[config.mk]
export PLATFORM = sky130hd
export DESIGN_NAME = histogram_programmable_edges_top_flat
export DESIGN_NICKNAME = d
export VERILOG_FILES = /design/src/design/hpe_pkg.sv /design/src/design/hpe_if.sv /design/src/design/hpe_cell.sv /design/src/design/histogram_programmable_edges_top.sv /design/src/flat_wrapper.sv
export SDC_FILE = /design/constraint.sdc
export NUM_CORES = 2
export LEC_CHECK = 0
export ABC_CLOCK_PERIOD_IN_PS = 7280
export BUFFER_PORTS_ARGS = -buffer_cell sky130_fd_sc_hd__buf_2
export CORE_MARGIN = 3
export CORE_UTILIZATION = 30
export CTS_BUF_LIST = sky130_fd_sc_hd__clkbuf_2 sky130_fd_sc_hd__clkbuf_4 sky130_fd_sc_hd__clkbuf_8
export DETAILED_ROUTE_END_ITERATION = 10
export PLACE_DENSITY = 0.54
export SLEW_MARGIN = 10
export SYNTH_ARGS = -nofsm -noshare
export SYNTH_HDL_FRONTEND = slang
export SYNTH_SLANG_ARGS = --single-unit
[constraint.sdc]
create_clock -name i_clk -period 7.28 [get_ports i_clk]
set_clock_uncertainty 0.2 [all_clocks]
set_input_delay 0.728 -clock i_clk [delete_from_list [all_inputs] [get_ports i_clk]]
set_output_delay 0.728 -clock i_clk [all_outputs]
set_load 0.005 [all_outputs]
[src/design/hpe_pkg.sv]
`default_nettype none

package hpe_pkg;

    // Command codes
    localparam logic [1:0] CMD_CLEAR = 2'd0;
    localparam logic [1:0] CMD_WRITE = 2'd1;
    localparam logic [1:0] CMD_ADD   = 2'd2;
    localparam logic [1:0] CMD_READ  = 2'd3;

    // Sweep phases of an add request
    localparam logic PH_FIND   = 1'b0;
    localparam logic PH_UPDATE = 1'b1;

    // Index width covers the largest supported bin count plus the top edge
    localparam int IDX_W = 9;

    localparam logic [15:0] COUNT_SAT = 16'hFFFF;
    localparam logic [19:0] CUM_SAT   = 20'hFFFFF;
    localparam logic [31:0] TOTAL_SAT = 32'hFFFF_FFFF;
    localparam logic [15:0] MIN_RESET = 16'h7FFF;

    typedef logic [IDX_W-1:0] t_idx;

    // Request record that travels down the chain of cells
    typedef struct packed {
        logic               vld;
        logic               ph;
        logic [1:0]         cmd;
        t_idx               idx;
        logic signed [15:0] data;
        t_idx               nb;
        t_idx               last;
        logic               lo;
        logic               hi;
        logic               hit;
        t_idx               found;
        logic [15:0]        cnt;
        logic [19:0]        cum;
        logic [15:0]        newc;
    } t_rec;

endpackage

`default_nettype wire

[src/design/hpe_if.sv]
`default_nettype none

interface hpe_req_if;
    logic               valid;
    logic               ready;
    logic [1:0]         cmd;
    logic [4:0]         bin_number;
    logic signed [15:0] data_value;

    modport source (output valid, output cmd, output bin_number, output data_value,
                    input ready);
    modport sink (input valid, input cmd, input bin_number, input data_value,
                  output ready);
endinterface

interface hpe_rsp_if;
    logic        valid;
    logic        ready;
    logic        bin_hit;
    logic [3:0]  bin_found;
    logic [15:0] count_out;
    logic [19:0] cumulative_out;
    logic [31:0] total_out;
    logic [15:0] max_out;
    logic [15:0] min_out;

    modport source (output valid, output bin_hit, output bin_found, output count_out,
                    output cumulative_out, output total_out, output max_out,
                    output min_out, input ready);
    modport sink (input valid, input bin_hit, input bin_found, input count_out,
                  input cumulative_out, input total_out, input max_out,
                  input min_out, output ready);
endinterface

`default_nettype wire

[src/design/hpe_cell.sv]
`default_nettype none

module hpe_cell #(
    parameter int CELL_ID = 0
) (
    input  wire                i_clk,
    input  wire                i_rst_n,
    input  hpe_pkg::t_rec      i_rec,
    input  wire signed [15:0]  i_next_edge,
    output hpe_pkg::t_rec      o_rec,
    output logic signed [15:0] o_edge
);

    localparam hpe_pkg::t_idx MY_ID = hpe_pkg::t_idx'(CELL_ID);

    hpe_pkg::t_rec      r_rec;
    hpe_pkg::t_rec      n_rec;
    logic signed [15:0] r_edge;
    logic signed [15:0] n_edge;
    logic [15:0]        r_count;
    logic [15:0]        n_count;
    logic [15:0]        w_inc;
    logic [20:0]        w_sum;

    assign w_inc = r_count + 16'd1;
    assign w_sum = {1'b0, i_rec.cum} + {5'd0, r_count};

    // Apply the request to this cell's edge and count, then pass it on
    always_comb begin
        n_rec   = i_rec;
        n_edge  = r_edge;
        n_count = r_count;
        if (i_rec.vld) begin
            case (i_rec.cmd)
                hpe_pkg::CMD_CLEAR: begin
                    n_count = '0;
                end
                hpe_pkg::CMD_WRITE: begin
                    if (i_rec.idx == MY_ID) begin
                        n_edge = i_rec.data;
                    end
                end
                hpe_pkg::CMD_ADD: begin
                    if (i_rec.ph == hpe_pkg::PH_FIND) begin
                        if (MY_ID == '0) begin
                            n_rec.lo = (i_rec.data >= r_edge);
                        end
                        if ((MY_ID < i_rec.nb) && (r_edge <= i_rec.data)) begin
                            n_rec.found = MY_ID;
                        end
                        if (MY_ID == i_rec.nb - hpe_pkg::t_idx'(1)) begin
                            n_rec.hi = (i_rec.data <= i_next_edge);
                        end
                    end else if (i_rec.hit && (i_rec.found == MY_ID)) begin
                        n_count    = (r_count == hpe_pkg::COUNT_SAT) ? r_count : w_inc;
                        n_rec.newc = n_count;
                    end
                end
                hpe_pkg::CMD_READ: begin
                    if (MY_ID <= i_rec.last) begin
                        n_rec.cum = w_sum[20] ? hpe_pkg::CUM_SAT : w_sum[19:0];
                    end
                    if ((MY_ID == i_rec.idx) && (i_rec.idx < i_rec.nb)) begin
                        n_rec.cnt = r_count;
                    end
                end
                default: begin
                    n_rec = i_rec;
                end
            endcase
        end
    end

    // Hold the count, the edge and the request stage; payload and edge carry no reset
    always_ff @(posedge i_clk) begin
        r_edge      <= n_edge;
        r_rec.ph    <= n_rec.ph;
        r_rec.cmd   <= n_rec.cmd;
        r_rec.idx   <= n_rec.idx;
        r_rec.data  <= n_rec.data;
        r_rec.nb    <= n_rec.nb;
        r_rec.last  <= n_rec.last;
        r_rec.lo    <= n_rec.lo;
        r_rec.hi    <= n_rec.hi;
        r_rec.hit   <= n_rec.hit;
        r_rec.found <= n_rec.found;
        r_rec.cnt   <= n_rec.cnt;
        r_rec.cum   <= n_rec.cum;
        r_rec.newc  <= n_rec.newc;
        if (!i_rst_n) begin
            r_count   <= '0;
            r_rec.vld <= 1'b0;
        end else begin
            r_count   <= n_count;
            r_rec.vld <= n_rec.vld;
        end
    end

    assign o_rec  = r_rec;
    assign o_edge = r_edge;

endmodule

`default_nettype wire

[src/design/histogram_programmable_edges_top.sv]
// Histogram with programmable bin edges.
// Requests arrive on i_req (valid/ready): cmd selects clear counts, write
// edge, add sample or read bin; bin_number and data_value carry the edge
// index, bin index, edge value or sample. Every request gives exactly one
// response on o_rsp (valid/ready) with hit flag, chosen bin, bin count,
// cumulative count and the running total, largest and smallest counts.
// i_cfg_we/i_cfg_data write the number of bins in use; write it only
// while no request is outstanding.
// Each bin lives in one cell of a chain; a request walks the chain one
// cell per cycle. Clear, write and read pass the launch register, the
// cells, the pending result and the output register; add walks the chain
// twice (find the bin, then bump its count), re-entering through the launch
// register. One request is in flight at a time, so i_req.ready rises with
// the edge that loads the previous response into the output register.
// Synchronous reset clears all counts and statistics and sets the bins in
// use to 16; edges are undefined until written.
// When the receiver stalls, the response waits in the output register; one
// more request may be accepted and finish behind it, and i_req.ready stays
// low from that acceptance until the waiting response is taken.
`default_nettype none

module histogram_programmable_edges_top #(
    parameter int MAX_BINS = 16
) (
    input  wire       i_clk,
    input  wire       i_rst_n,
    input  wire       i_cfg_we,
    input  wire [4:0] i_cfg_data,
    hpe_req_if.sink   i_req,
    hpe_rsp_if.source o_rsp
);

    localparam hpe_pkg::t_idx MB = hpe_pkg::t_idx'(MAX_BINS);

    logic [4:0]         r_bins;
    hpe_pkg::t_idx      w_bins;
    hpe_pkg::t_idx      w_nb;
    hpe_pkg::t_idx      w_idx;
    logic               r_busy;
    logic               r_pend;
    hpe_pkg::t_rec      r_launch;
    hpe_pkg::t_rec      n_launch;
    logic signed [15:0] r_top_edge;
    logic [31:0]        r_total;
    logic [15:0]        r_max;
    logic [15:0]        r_min;
    logic [31:0]        n_total;
    logic [15:0]        n_max;
    logic [15:0]        n_min;
    logic               w_accept;
    logic               w_out_free;
    logic               w_end_fin;
    hpe_pkg::t_rec      w_end;

    // Result waiting for the output register
    logic        r_res_hit;
    logic [3:0]  r_res_found;
    logic [15:0] r_res_cnt;
    logic [19:0] r_res_cum;
    logic [31:0] r_res_total;
    logic [15:0] r_res_max;
    logic [15:0] r_res_min;

    // Output register
    logic        r_ovld;
    logic        r_o_hit;
    logic [3:0]  r_o_found;
    logic [15:0] r_o_cnt;
    logic [19:0] r_o_cum;
    logic [31:0] r_o_total;
    logic [15:0] r_o_max;
    logic [15:0] r_o_min;

    hpe_pkg::t_rec      w_link [MAX_BINS+1];
    logic signed [15:0] w_edge [MAX_BINS+1];

    // Clamp bins in use to 1..MAX_BINS
    assign w_bins = hpe_pkg::t_idx'(r_bins);
    always_comb begin
        if (w_bins == '0) begin
            w_nb = hpe_pkg::t_idx'(1);
        end else if (w_bins > MB) begin
            w_nb = MB;
        end else begin
            w_nb = w_bins;
        end
    end

    assign w_idx       = hpe_pkg::t_idx'(i_req.bin_number);
    assign i_req.ready = !r_busy;
    assign w_accept    = i_req.valid && !r_busy;
    assign w_out_free  = !r_ovld || o_rsp.ready;
    assign w_end       = w_link[MAX_BINS];
    assign w_end_fin   = w_end.vld &&
                         !((w_end.cmd == hpe_pkg::CMD_ADD) && (w_end.ph == hpe_pkg::PH_FIND));

    // Build a new request, or send an add back through for its update pass
    always_comb begin
        n_launch     = r_launch;
        n_launch.vld = 1'b0;
        if (w_accept) begin
            n_launch.vld   = 1'b1;
            n_launch.ph    = hpe_pkg::PH_FIND;
            n_launch.cmd   = i_req.cmd;
            n_launch.idx   = w_idx;
            n_launch.data  = i_req.data_value;
            n_launch.nb    = w_nb;
            n_launch.last  = (w_idx < w_nb) ? w_idx : (w_nb - hpe_pkg::t_idx'(1));
            n_launch.lo    = 1'b0;
            n_launch.hi    = 1'b0;
            n_launch.hit   = 1'b0;
            n_launch.found = '0;
            n_launch.cnt   = '0;
            n_launch.cum   = '0;
            n_launch.newc  = '0;
        end else if (w_end.vld && !w_end_fin) begin
            n_launch     = w_end;
            n_launch.ph  = hpe_pkg::PH_UPDATE;
            n_launch.hit = w_end.lo && w_end.hi;
        end
    end

    // Update the statistics at the end of a request
    always_comb begin
        n_total = r_total;
        n_max   = r_max;
        n_min   = r_min;
        if (w_end_fin) begin
            if (w_end.cmd == hpe_pkg::CMD_CLEAR) begin
                n_total = '0;
                n_max   = '0;
                n_min   = hpe_pkg::MIN_RESET;
            end else if ((w_end.cmd == hpe_pkg::CMD_ADD) && w_end.hit) begin
                if (r_total != hpe_pkg::TOTAL_SAT) begin
                    n_total = r_total + 32'd1;
                end
                if (w_end.newc > r_max) begin
                    n_max = w_end.newc;
                end
                if (w_end.newc < r_min) begin
                    n_min = w_end.newc;
                end
            end
        end
    end

    // Control state and the launch stage; the launch payload carries no reset
    always_ff @(posedge i_clk) begin
        r_launch.ph    <= n_launch.ph;
        r_launch.cmd   <= n_launch.cmd;
        r_launch.idx   <= n_launch.idx;
        r_launch.data  <= n_launch.data;
        r_launch.nb    <= n_launch.nb;
        r_launch.last  <= n_launch.last;
        r_launch.lo    <= n_launch.lo;
        r_launch.hi    <= n_launch.hi;
        r_launch.hit   <= n_launch.hit;
        r_launch.found <= n_launch.found;
        r_launch.cnt   <= n_launch.cnt;
        r_launch.cum   <= n_launch.cum;
        r_launch.newc  <= n_launch.newc;
        if (!i_rst_n) begin
            r_bins       <= 5'd16;
            r_busy       <= 1'b0;
            r_pend       <= 1'b0;
            r_ovld       <= 1'b0;
            r_launch.vld <= 1'b0;
            r_total      <= '0;
            r_max        <= '0;
            r_min        <= hpe_pkg::MIN_RESET;
        end else begin
            if (i_cfg_we) begin
                r_bins <= i_cfg_data;
            end
            r_launch.vld <= n_launch.vld;
            r_total      <= n_total;
            r_max        <= n_max;
            r_min        <= n_min;
            if (w_accept) begin
                r_busy <= 1'b1;
            end else if (r_pend && w_out_free) begin
                r_busy <= 1'b0;
            end
            if (w_end_fin) begin
                r_pend <= 1'b1;
            end else if (w_out_free) begin
                r_pend <= 1'b0;
            end
            if (r_pend && w_out_free) begin
                r_ovld <= 1'b1;
            end else if (o_rsp.ready) begin
                r_ovld <= 1'b0;
            end
        end
    end

    // Payload registers
    always_ff @(posedge i_clk) begin
        if (w_accept && (i_req.cmd == hpe_pkg::CMD_WRITE) && (w_idx == MB)) begin
            r_top_edge <= i_req.data_value;
        end
        if (w_end_fin) begin
            r_res_hit   <= (w_end.cmd == hpe_pkg::CMD_ADD) && w_end.hit;
            r_res_found <= ((w_end.cmd == hpe_pkg::CMD_ADD) && w_end.hit) ?
                           w_end.found[3:0] : 4'd0;
            r_res_cnt   <= w_end.cnt;
            r_res_cum   <= w_end.cum;
            r_res_total <= n_total;
            r_res_max   <= n_max;
            r_res_min   <= n_min;
        end
        if (r_pend && w_out_free) begin
            r_o_hit   <= r_res_hit;
            r_o_found <= r_res_found;
            r_o_cnt   <= r_res_cnt;
            r_o_cum   <= r_res_cum;
            r_o_total <= r_res_total;
            r_o_max   <= r_res_max;
            r_o_min   <= r_res_min;
        end
    end

    // Chain of bin cells
    assign w_link[0]        = r_launch;
    assign w_edge[MAX_BINS] = r_top_edge;

    for (genvar k = 0; k < MAX_BINS; k++) begin : g_cell
        hpe_cell #(
            .CELL_ID (k)
        ) u_cell (
            .i_clk       (i_clk),
            .i_rst_n     (i_rst_n),
            .i_rec       (w_link[k]),
            .i_next_edge (w_edge[k+1]),
            .o_rec       (w_link[k+1]),
            .o_edge      (w_edge[k])
        );
    end

    assign o_rsp.valid          = r_ovld;
    assign o_rsp.bin_hit        = r_o_hit;
    assign o_rsp.bin_found      = r_o_found;
    assign o_rsp.count_out      = r_o_cnt;
    assign o_rsp.cumulative_out = r_o_cum;
    assign o_rsp.total_out      = r_o_total;
    assign o_rsp.max_out        = r_o_max;
    assign o_rsp.min_out        = r_o_min;

    // A record in the chain means a request is outstanding
    a_launch_busy: assert property (@(posedge i_clk) disable iff (!i_rst_n)
        r_launch.vld |-> r_busy)
        else $error("request launched while idle");

    a_end_busy: assert property (@(posedge i_clk) disable iff (!i_rst_n)
        w_end.vld |-> (r_busy && !r_pend))
        else $error("chain output without an outstanding request");

    a_pend_busy: assert property (@(posedge i_clk) disable iff (!i_rst_n)
        r_pend |-> r_busy)
        else $error("pending result while idle");

    a_one_record: assert property (@(posedge i_clk) disable iff (!i_rst_n)
        w_accept |=> !w_end.vld)
        else $error("second record in the chain");

    a_miss_bin: assert property (@(posedge i_clk) disable iff (!i_rst_n)
        (r_ovld && !r_o_hit) |-> (r_o_found == 4'd0))
        else $error("bin reported without a hit");

endmodule

`default_nettype wire

[src/flat_wrapper.sv]
// flat-port wrapper written by rule: the top's interface ports become plain ports
module histogram_programmable_edges_top_flat 
#(
    parameter int MAX_BINS = 16
)
  (i_clk, i_rst_n, i_cfg_we, i_cfg_data, i_req_valid, i_req_cmd, i_req_bin_number, i_req_data_value, i_req_ready, o_rsp_valid, o_rsp_bin_hit, o_rsp_bin_found, o_rsp_count_out, o_rsp_cumulative_out, o_rsp_total_out, o_rsp_max_out, o_rsp_min_out, o_rsp_ready);
  hpe_req_if i_req_i ();
  hpe_rsp_if o_rsp_i ();
  input  wire i_clk;
  input  wire i_rst_n;
  input  wire i_cfg_we;
  input  wire [4:0] i_cfg_data;
  input wire logic [$bits(i_req_i.valid)-1:0] i_req_valid;
  input wire logic [$bits(i_req_i.cmd)-1:0] i_req_cmd;
  input wire logic [$bits(i_req_i.bin_number)-1:0] i_req_bin_number;
  input wire logic [$bits(i_req_i.data_value)-1:0] i_req_data_value;
  output wire logic [$bits(i_req_i.ready)-1:0] i_req_ready;
  output wire logic [$bits(o_rsp_i.valid)-1:0] o_rsp_valid;
  output wire logic [$bits(o_rsp_i.bin_hit)-1:0] o_rsp_bin_hit;
  output wire logic [$bits(o_rsp_i.bin_found)-1:0] o_rsp_bin_found;
  output wire logic [$bits(o_rsp_i.count_out)-1:0] o_rsp_count_out;
  output wire logic [$bits(o_rsp_i.cumulative_out)-1:0] o_rsp_cumulative_out;
  output wire logic [$bits(o_rsp_i.total_out)-1:0] o_rsp_total_out;
  output wire logic [$bits(o_rsp_i.max_out)-1:0] o_rsp_max_out;
  output wire logic [$bits(o_rsp_i.min_out)-1:0] o_rsp_min_out;
  input wire logic [$bits(o_rsp_i.ready)-1:0] o_rsp_ready;
  assign i_req_i.valid = i_req_valid;
  assign i_req_i.cmd = i_req_cmd;
  assign i_req_i.bin_number = i_req_bin_number;
  assign i_req_i.data_value = i_req_data_value;
  assign i_req_ready = i_req_i.ready;
  assign o_rsp_valid = o_rsp_i.valid;
  assign o_rsp_bin_hit = o_rsp_i.bin_hit;
  assign o_rsp_bin_found = o_rsp_i.bin_found;
  assign o_rsp_count_out = o_rsp_i.count_out;
  assign o_rsp_cumulative_out = o_rsp_i.cumulative_out;
  assign o_rsp_total_out = o_rsp_i.total_out;
  assign o_rsp_max_out = o_rsp_i.max_out;
  assign o_rsp_min_out = o_rsp_i.min_out;
  assign o_rsp_i.ready = o_rsp_ready;
  histogram_programmable_edges_top #(.MAX_BINS(MAX_BINS)) u_core (.i_clk(i_clk), .i_rst_n(i_rst_n), .i_cfg_we(i_cfg_we), .i_cfg_data(i_cfg_data), .i_req(i_req_i), .o_rsp(o_rsp_i));
endmodule
==> impl_metrics.py <==
metrics = {
    "floorplan": {
        "chipHeight_um": 626.4,
        "die_w_um": 626.4,
        "std_cell_rows": 227,
        "floorplan.initialDensity_pct": 30.16,
        "dieArea_mm2": 0.3924,
        "coreArea_mm2": 0.3829,
        "ios": 140,
    },
    "finish": {
        "drive_gt1_share_pct": 11.93,
        "final_cells": 17362,
        "utilization_pct": 34.64,
        "area_growth_pct": 14.85,
        "nets": 12944,
        "design_area_mm2": 0.1326,
    },
    "worst_setup_path": {
        "path_cells": "ha_1 -> fa_1 -> a211oi_1 -> o21ai_0 -> a21oi_1 -> or3_1 -> a31oi_1 -> nor4b_2 -> nand2b_1 -> o22a_1",
        "cp_max_fo": 13,
        "reg2reg_slack_ns": 3.21,
        "worstSetupPathType": "reg -> reg",
        "cp_data_required_time_ns": 8.02,
        "critical-path-top-delay-family": "simple AND/OR/NAND/NOR gates",
        "slowest_stage": "nor4b_2",
        "cp_data_arrival_time_ns": 4.81,
        "max_stage_delay_ns": 0.95,
        "end_kind": "flip-flop",
        "cp_num_buf_inv": 0,
        "startpoint_type": "flip-flop",
    },
    "clock_tree": {
        "clkLatencyLatePin_ns": 1.11,
        "cts_max_path_buffers": 4,
        "clkTransAtPathRegs_ns": 0.06,
        "clock_tree.root_cell": "clkbuf_8",
        "cts-hold-fix-buffers": 39,
        "cts.repair.resized": 0,
        "cts_htree_levels": 5,
        "numCtsBuffers": 441,
        "post_cts_buffers": 0,
        "cts.sinks": 2697,
        "cts_tree": "done",
    },
    "global_route": {
        "grt.met3_usage_pct": 2.204,
        "grt_overflow": 0,
        "grt_start_max_net_pins": 78,
        "first_global_vias": 81342,
        "gr-usage-met1_pct": 23.41,
        "grt_use_met2_pct": 26.66,
        "grt_first_pass_wirelength_um": 510800,
        "grt.busiest_layer": "met2",
        "antenna_found_initial": 17,
        "grt.total_usage_pct": 16.82,
    },
    "placed_design": {
        "placed_area_mm2": 0.1223,
        "io_buffers": 139,
        "hpwl_um": 258800,
        "dpl.cell_count": 16502,
        "dpl_worst_slack_ns": 3.434,
        "globalplace.congestion": 0.9102,
    },
    "sta": {
        "worstMarginPinSlew_ns": 1.235,
        "finalWorstPathRequiredPeriod_ns": 4.072,
        "tns_ns": 0,
        "period_share_pct": 55.93,
        "rsz0062_at_grt": "false",
        "max_slew_margin_pct": 17.25,
        "hold_viol_final": 0,
        "fmax_mhz": 245.6,
        "fin_ws_ns": 3.208,
        "setup-violations-final": 0,
        "worst_hold_slack_ns": 0.06942,
        "slew_violations": 0,
    },
    "route": {
        "drt_iter0_drc": 6072,
        "viasPerCell": 4.860,
        "dr_total_vias": 84381,
        "totalWireLength_um": 340800,
        "drc_errors": 0,
        "wire_per_inst_um": 19.63,
        "dr.pass1.iters": 6,
        "ant_nets": 0,
    },
    "logic_synthesis": {
        "ys.warnings.count": 0,
        "ys_ff_latch": 2697,
        "yosys_most_used_dff": "dfxtp_1",
        "synth_cell_types": 88,
        "seq_area_frac_synth_pct": 51.29,
        "async_flop_share_pct": 0,
        "synth_area_mm2": 0.1155,
        "synth.most_common_cell": "dfxtp_1",
        "synth_top_area_share_pct": 37.69,
        "syn_inst": 11556,
        "synth_nets": 12554,
        "yosys.area.top_type": "dfxtp_1",
        "ys_top_cells_by_area": "dfxtp_1, edfxtp_1, ha_1, a21oi_1, nor2_1",
        "synth-edff-count": 523,
        "synthTopCellsByCount": "dfxtp_1, nor2_1, nand2_1",
        "syn_area_per_cell_um2": 9.993,
    },
    "power_and_ir_drop": {
        "p_leak_nw": 55.74,
        "cellPowerDensity_mw_per_mm2": 235.7,
        "p_total_mw": 31.26,
        "irDropWorstVdd_mv": 0.1491,
    },
    "job": {
        "maxCapViolations": 0,
    },
    "status": {
        "outcome": "complete, no violations",
    },
    "min_path": {
        "hp-class": "reg -> reg",
    },
}
worst paths after layout:
path,from,end,depth (start not counted)
max,u_core.g_cell[10].u_cell.r_count[0],u_core.g_cell[10].u_cell.o_rec[27],10
min,u_core.g_cell[4].u_cell.o_rec[63],u_core.g_cell[5].u_cell.o_rec[63],0
max reg2reg,u_core.g_cell[10].u_cell.r_count[0],u_core.g_cell[10].u_cell.o_rec[27],10
min reg2reg,u_core.g_cell[4].u_cell.o_rec[63],u_core.g_cell[5].u_cell.o_rec[63],0
power breakdown:
part | leakage [nW] | total, mW | internal [mW] | switching (mW)
registers | 22.4 | 15.8 | 15.5 | 0.325
clock network | 5.25 | 14.6 | 8.32 | 6.30
logic | 28.0 | 0.843 | 0.358 | 0.485
logic make-up after synthesis:
kind of cell	Yosys count	synth area share, %
compound gates	2554	13.55
xor+xnor	399	3.026
fa+ha+maj	965	10.56
simple gates	3469	14.45
mux	357	3.445
buf+inv	1115	3.675
flops	2697	51.29
cells in the final DEF, fill, tap and decap left out, types with 39 or more instances in the layout:
cell           count
and2_1           111
xor2_1           161
o31ai_1           44
edfxtp_1         523
a31oi_1          132
nor3_1           182
nor2b_1          162
or2_2             50
o211ai_1          51
nand2_1          961
mux2i_1           64
o22a_1            43
nand2b_1         121
a21oi_1          817
nor2_1           987
nand3_1          243
o21ai_0          678
dfxtp_1         2174
buf_4             94
a211oi_1          88
buf_2            139
nor4_1            67
a21o_1           320
and3_1           102
clkbuf_4         124
ha_1             949
o21a_1            88
clkbuf_8         552
xnor2_1          238
inv_1            788
nand4_1          238
clkinv_2          59
or3_1             40
mux2_2           283
dlygate4sd3_1     39
flip-flops by register name (all words and copies together), names as in the netlist, 20 cells and up:
register and count:
u_core.g_cell.u_cell.o_rec 1776, u_core.r_res_cum 20, u_core.o_rsp.cumulative_out 20, u_core.g_cell.u_cell.r_count 256, u_core.g_cell.u_cell.o_edge 256, u_core.r_total 32, u_core.r_launch 111, u_core.r_res_total 32
u_core.o_rsp.total_out 32
routing by layer:
layer,routed length (um),vias up
met5,47,-
met4,11390,8
met3,16490,579
met2,150600,2131
met1,162200,39922
li1,-,41741
final cells by class:
class	count	area, um^2
Multi-Input combinational cell	7744	52370
Clock inverter	134	1404
Fill cell	38620	250200
Sequential cell	2697	59230
Antenna cell	11	27.53
Inverter	790	2973
Tap cell	5038	6304
Clock buffer	676	8528
Timing Repair Buffer	272	1792
worst reg2reg max path, cell delays in order (launching register included):
cell,delay [ns]
dfxtp_1,0.48
ha_1,0.27
fa_1,0.25
a211oi_1,0.12
o21ai_0,0.27
a21oi_1,0.16
or3_1,0.33
a31oi_1,0.35
nor4b_2,0.95
nand2b_1,0.34
o22a_1,0.19
Power figures use the tool's default switching activity.
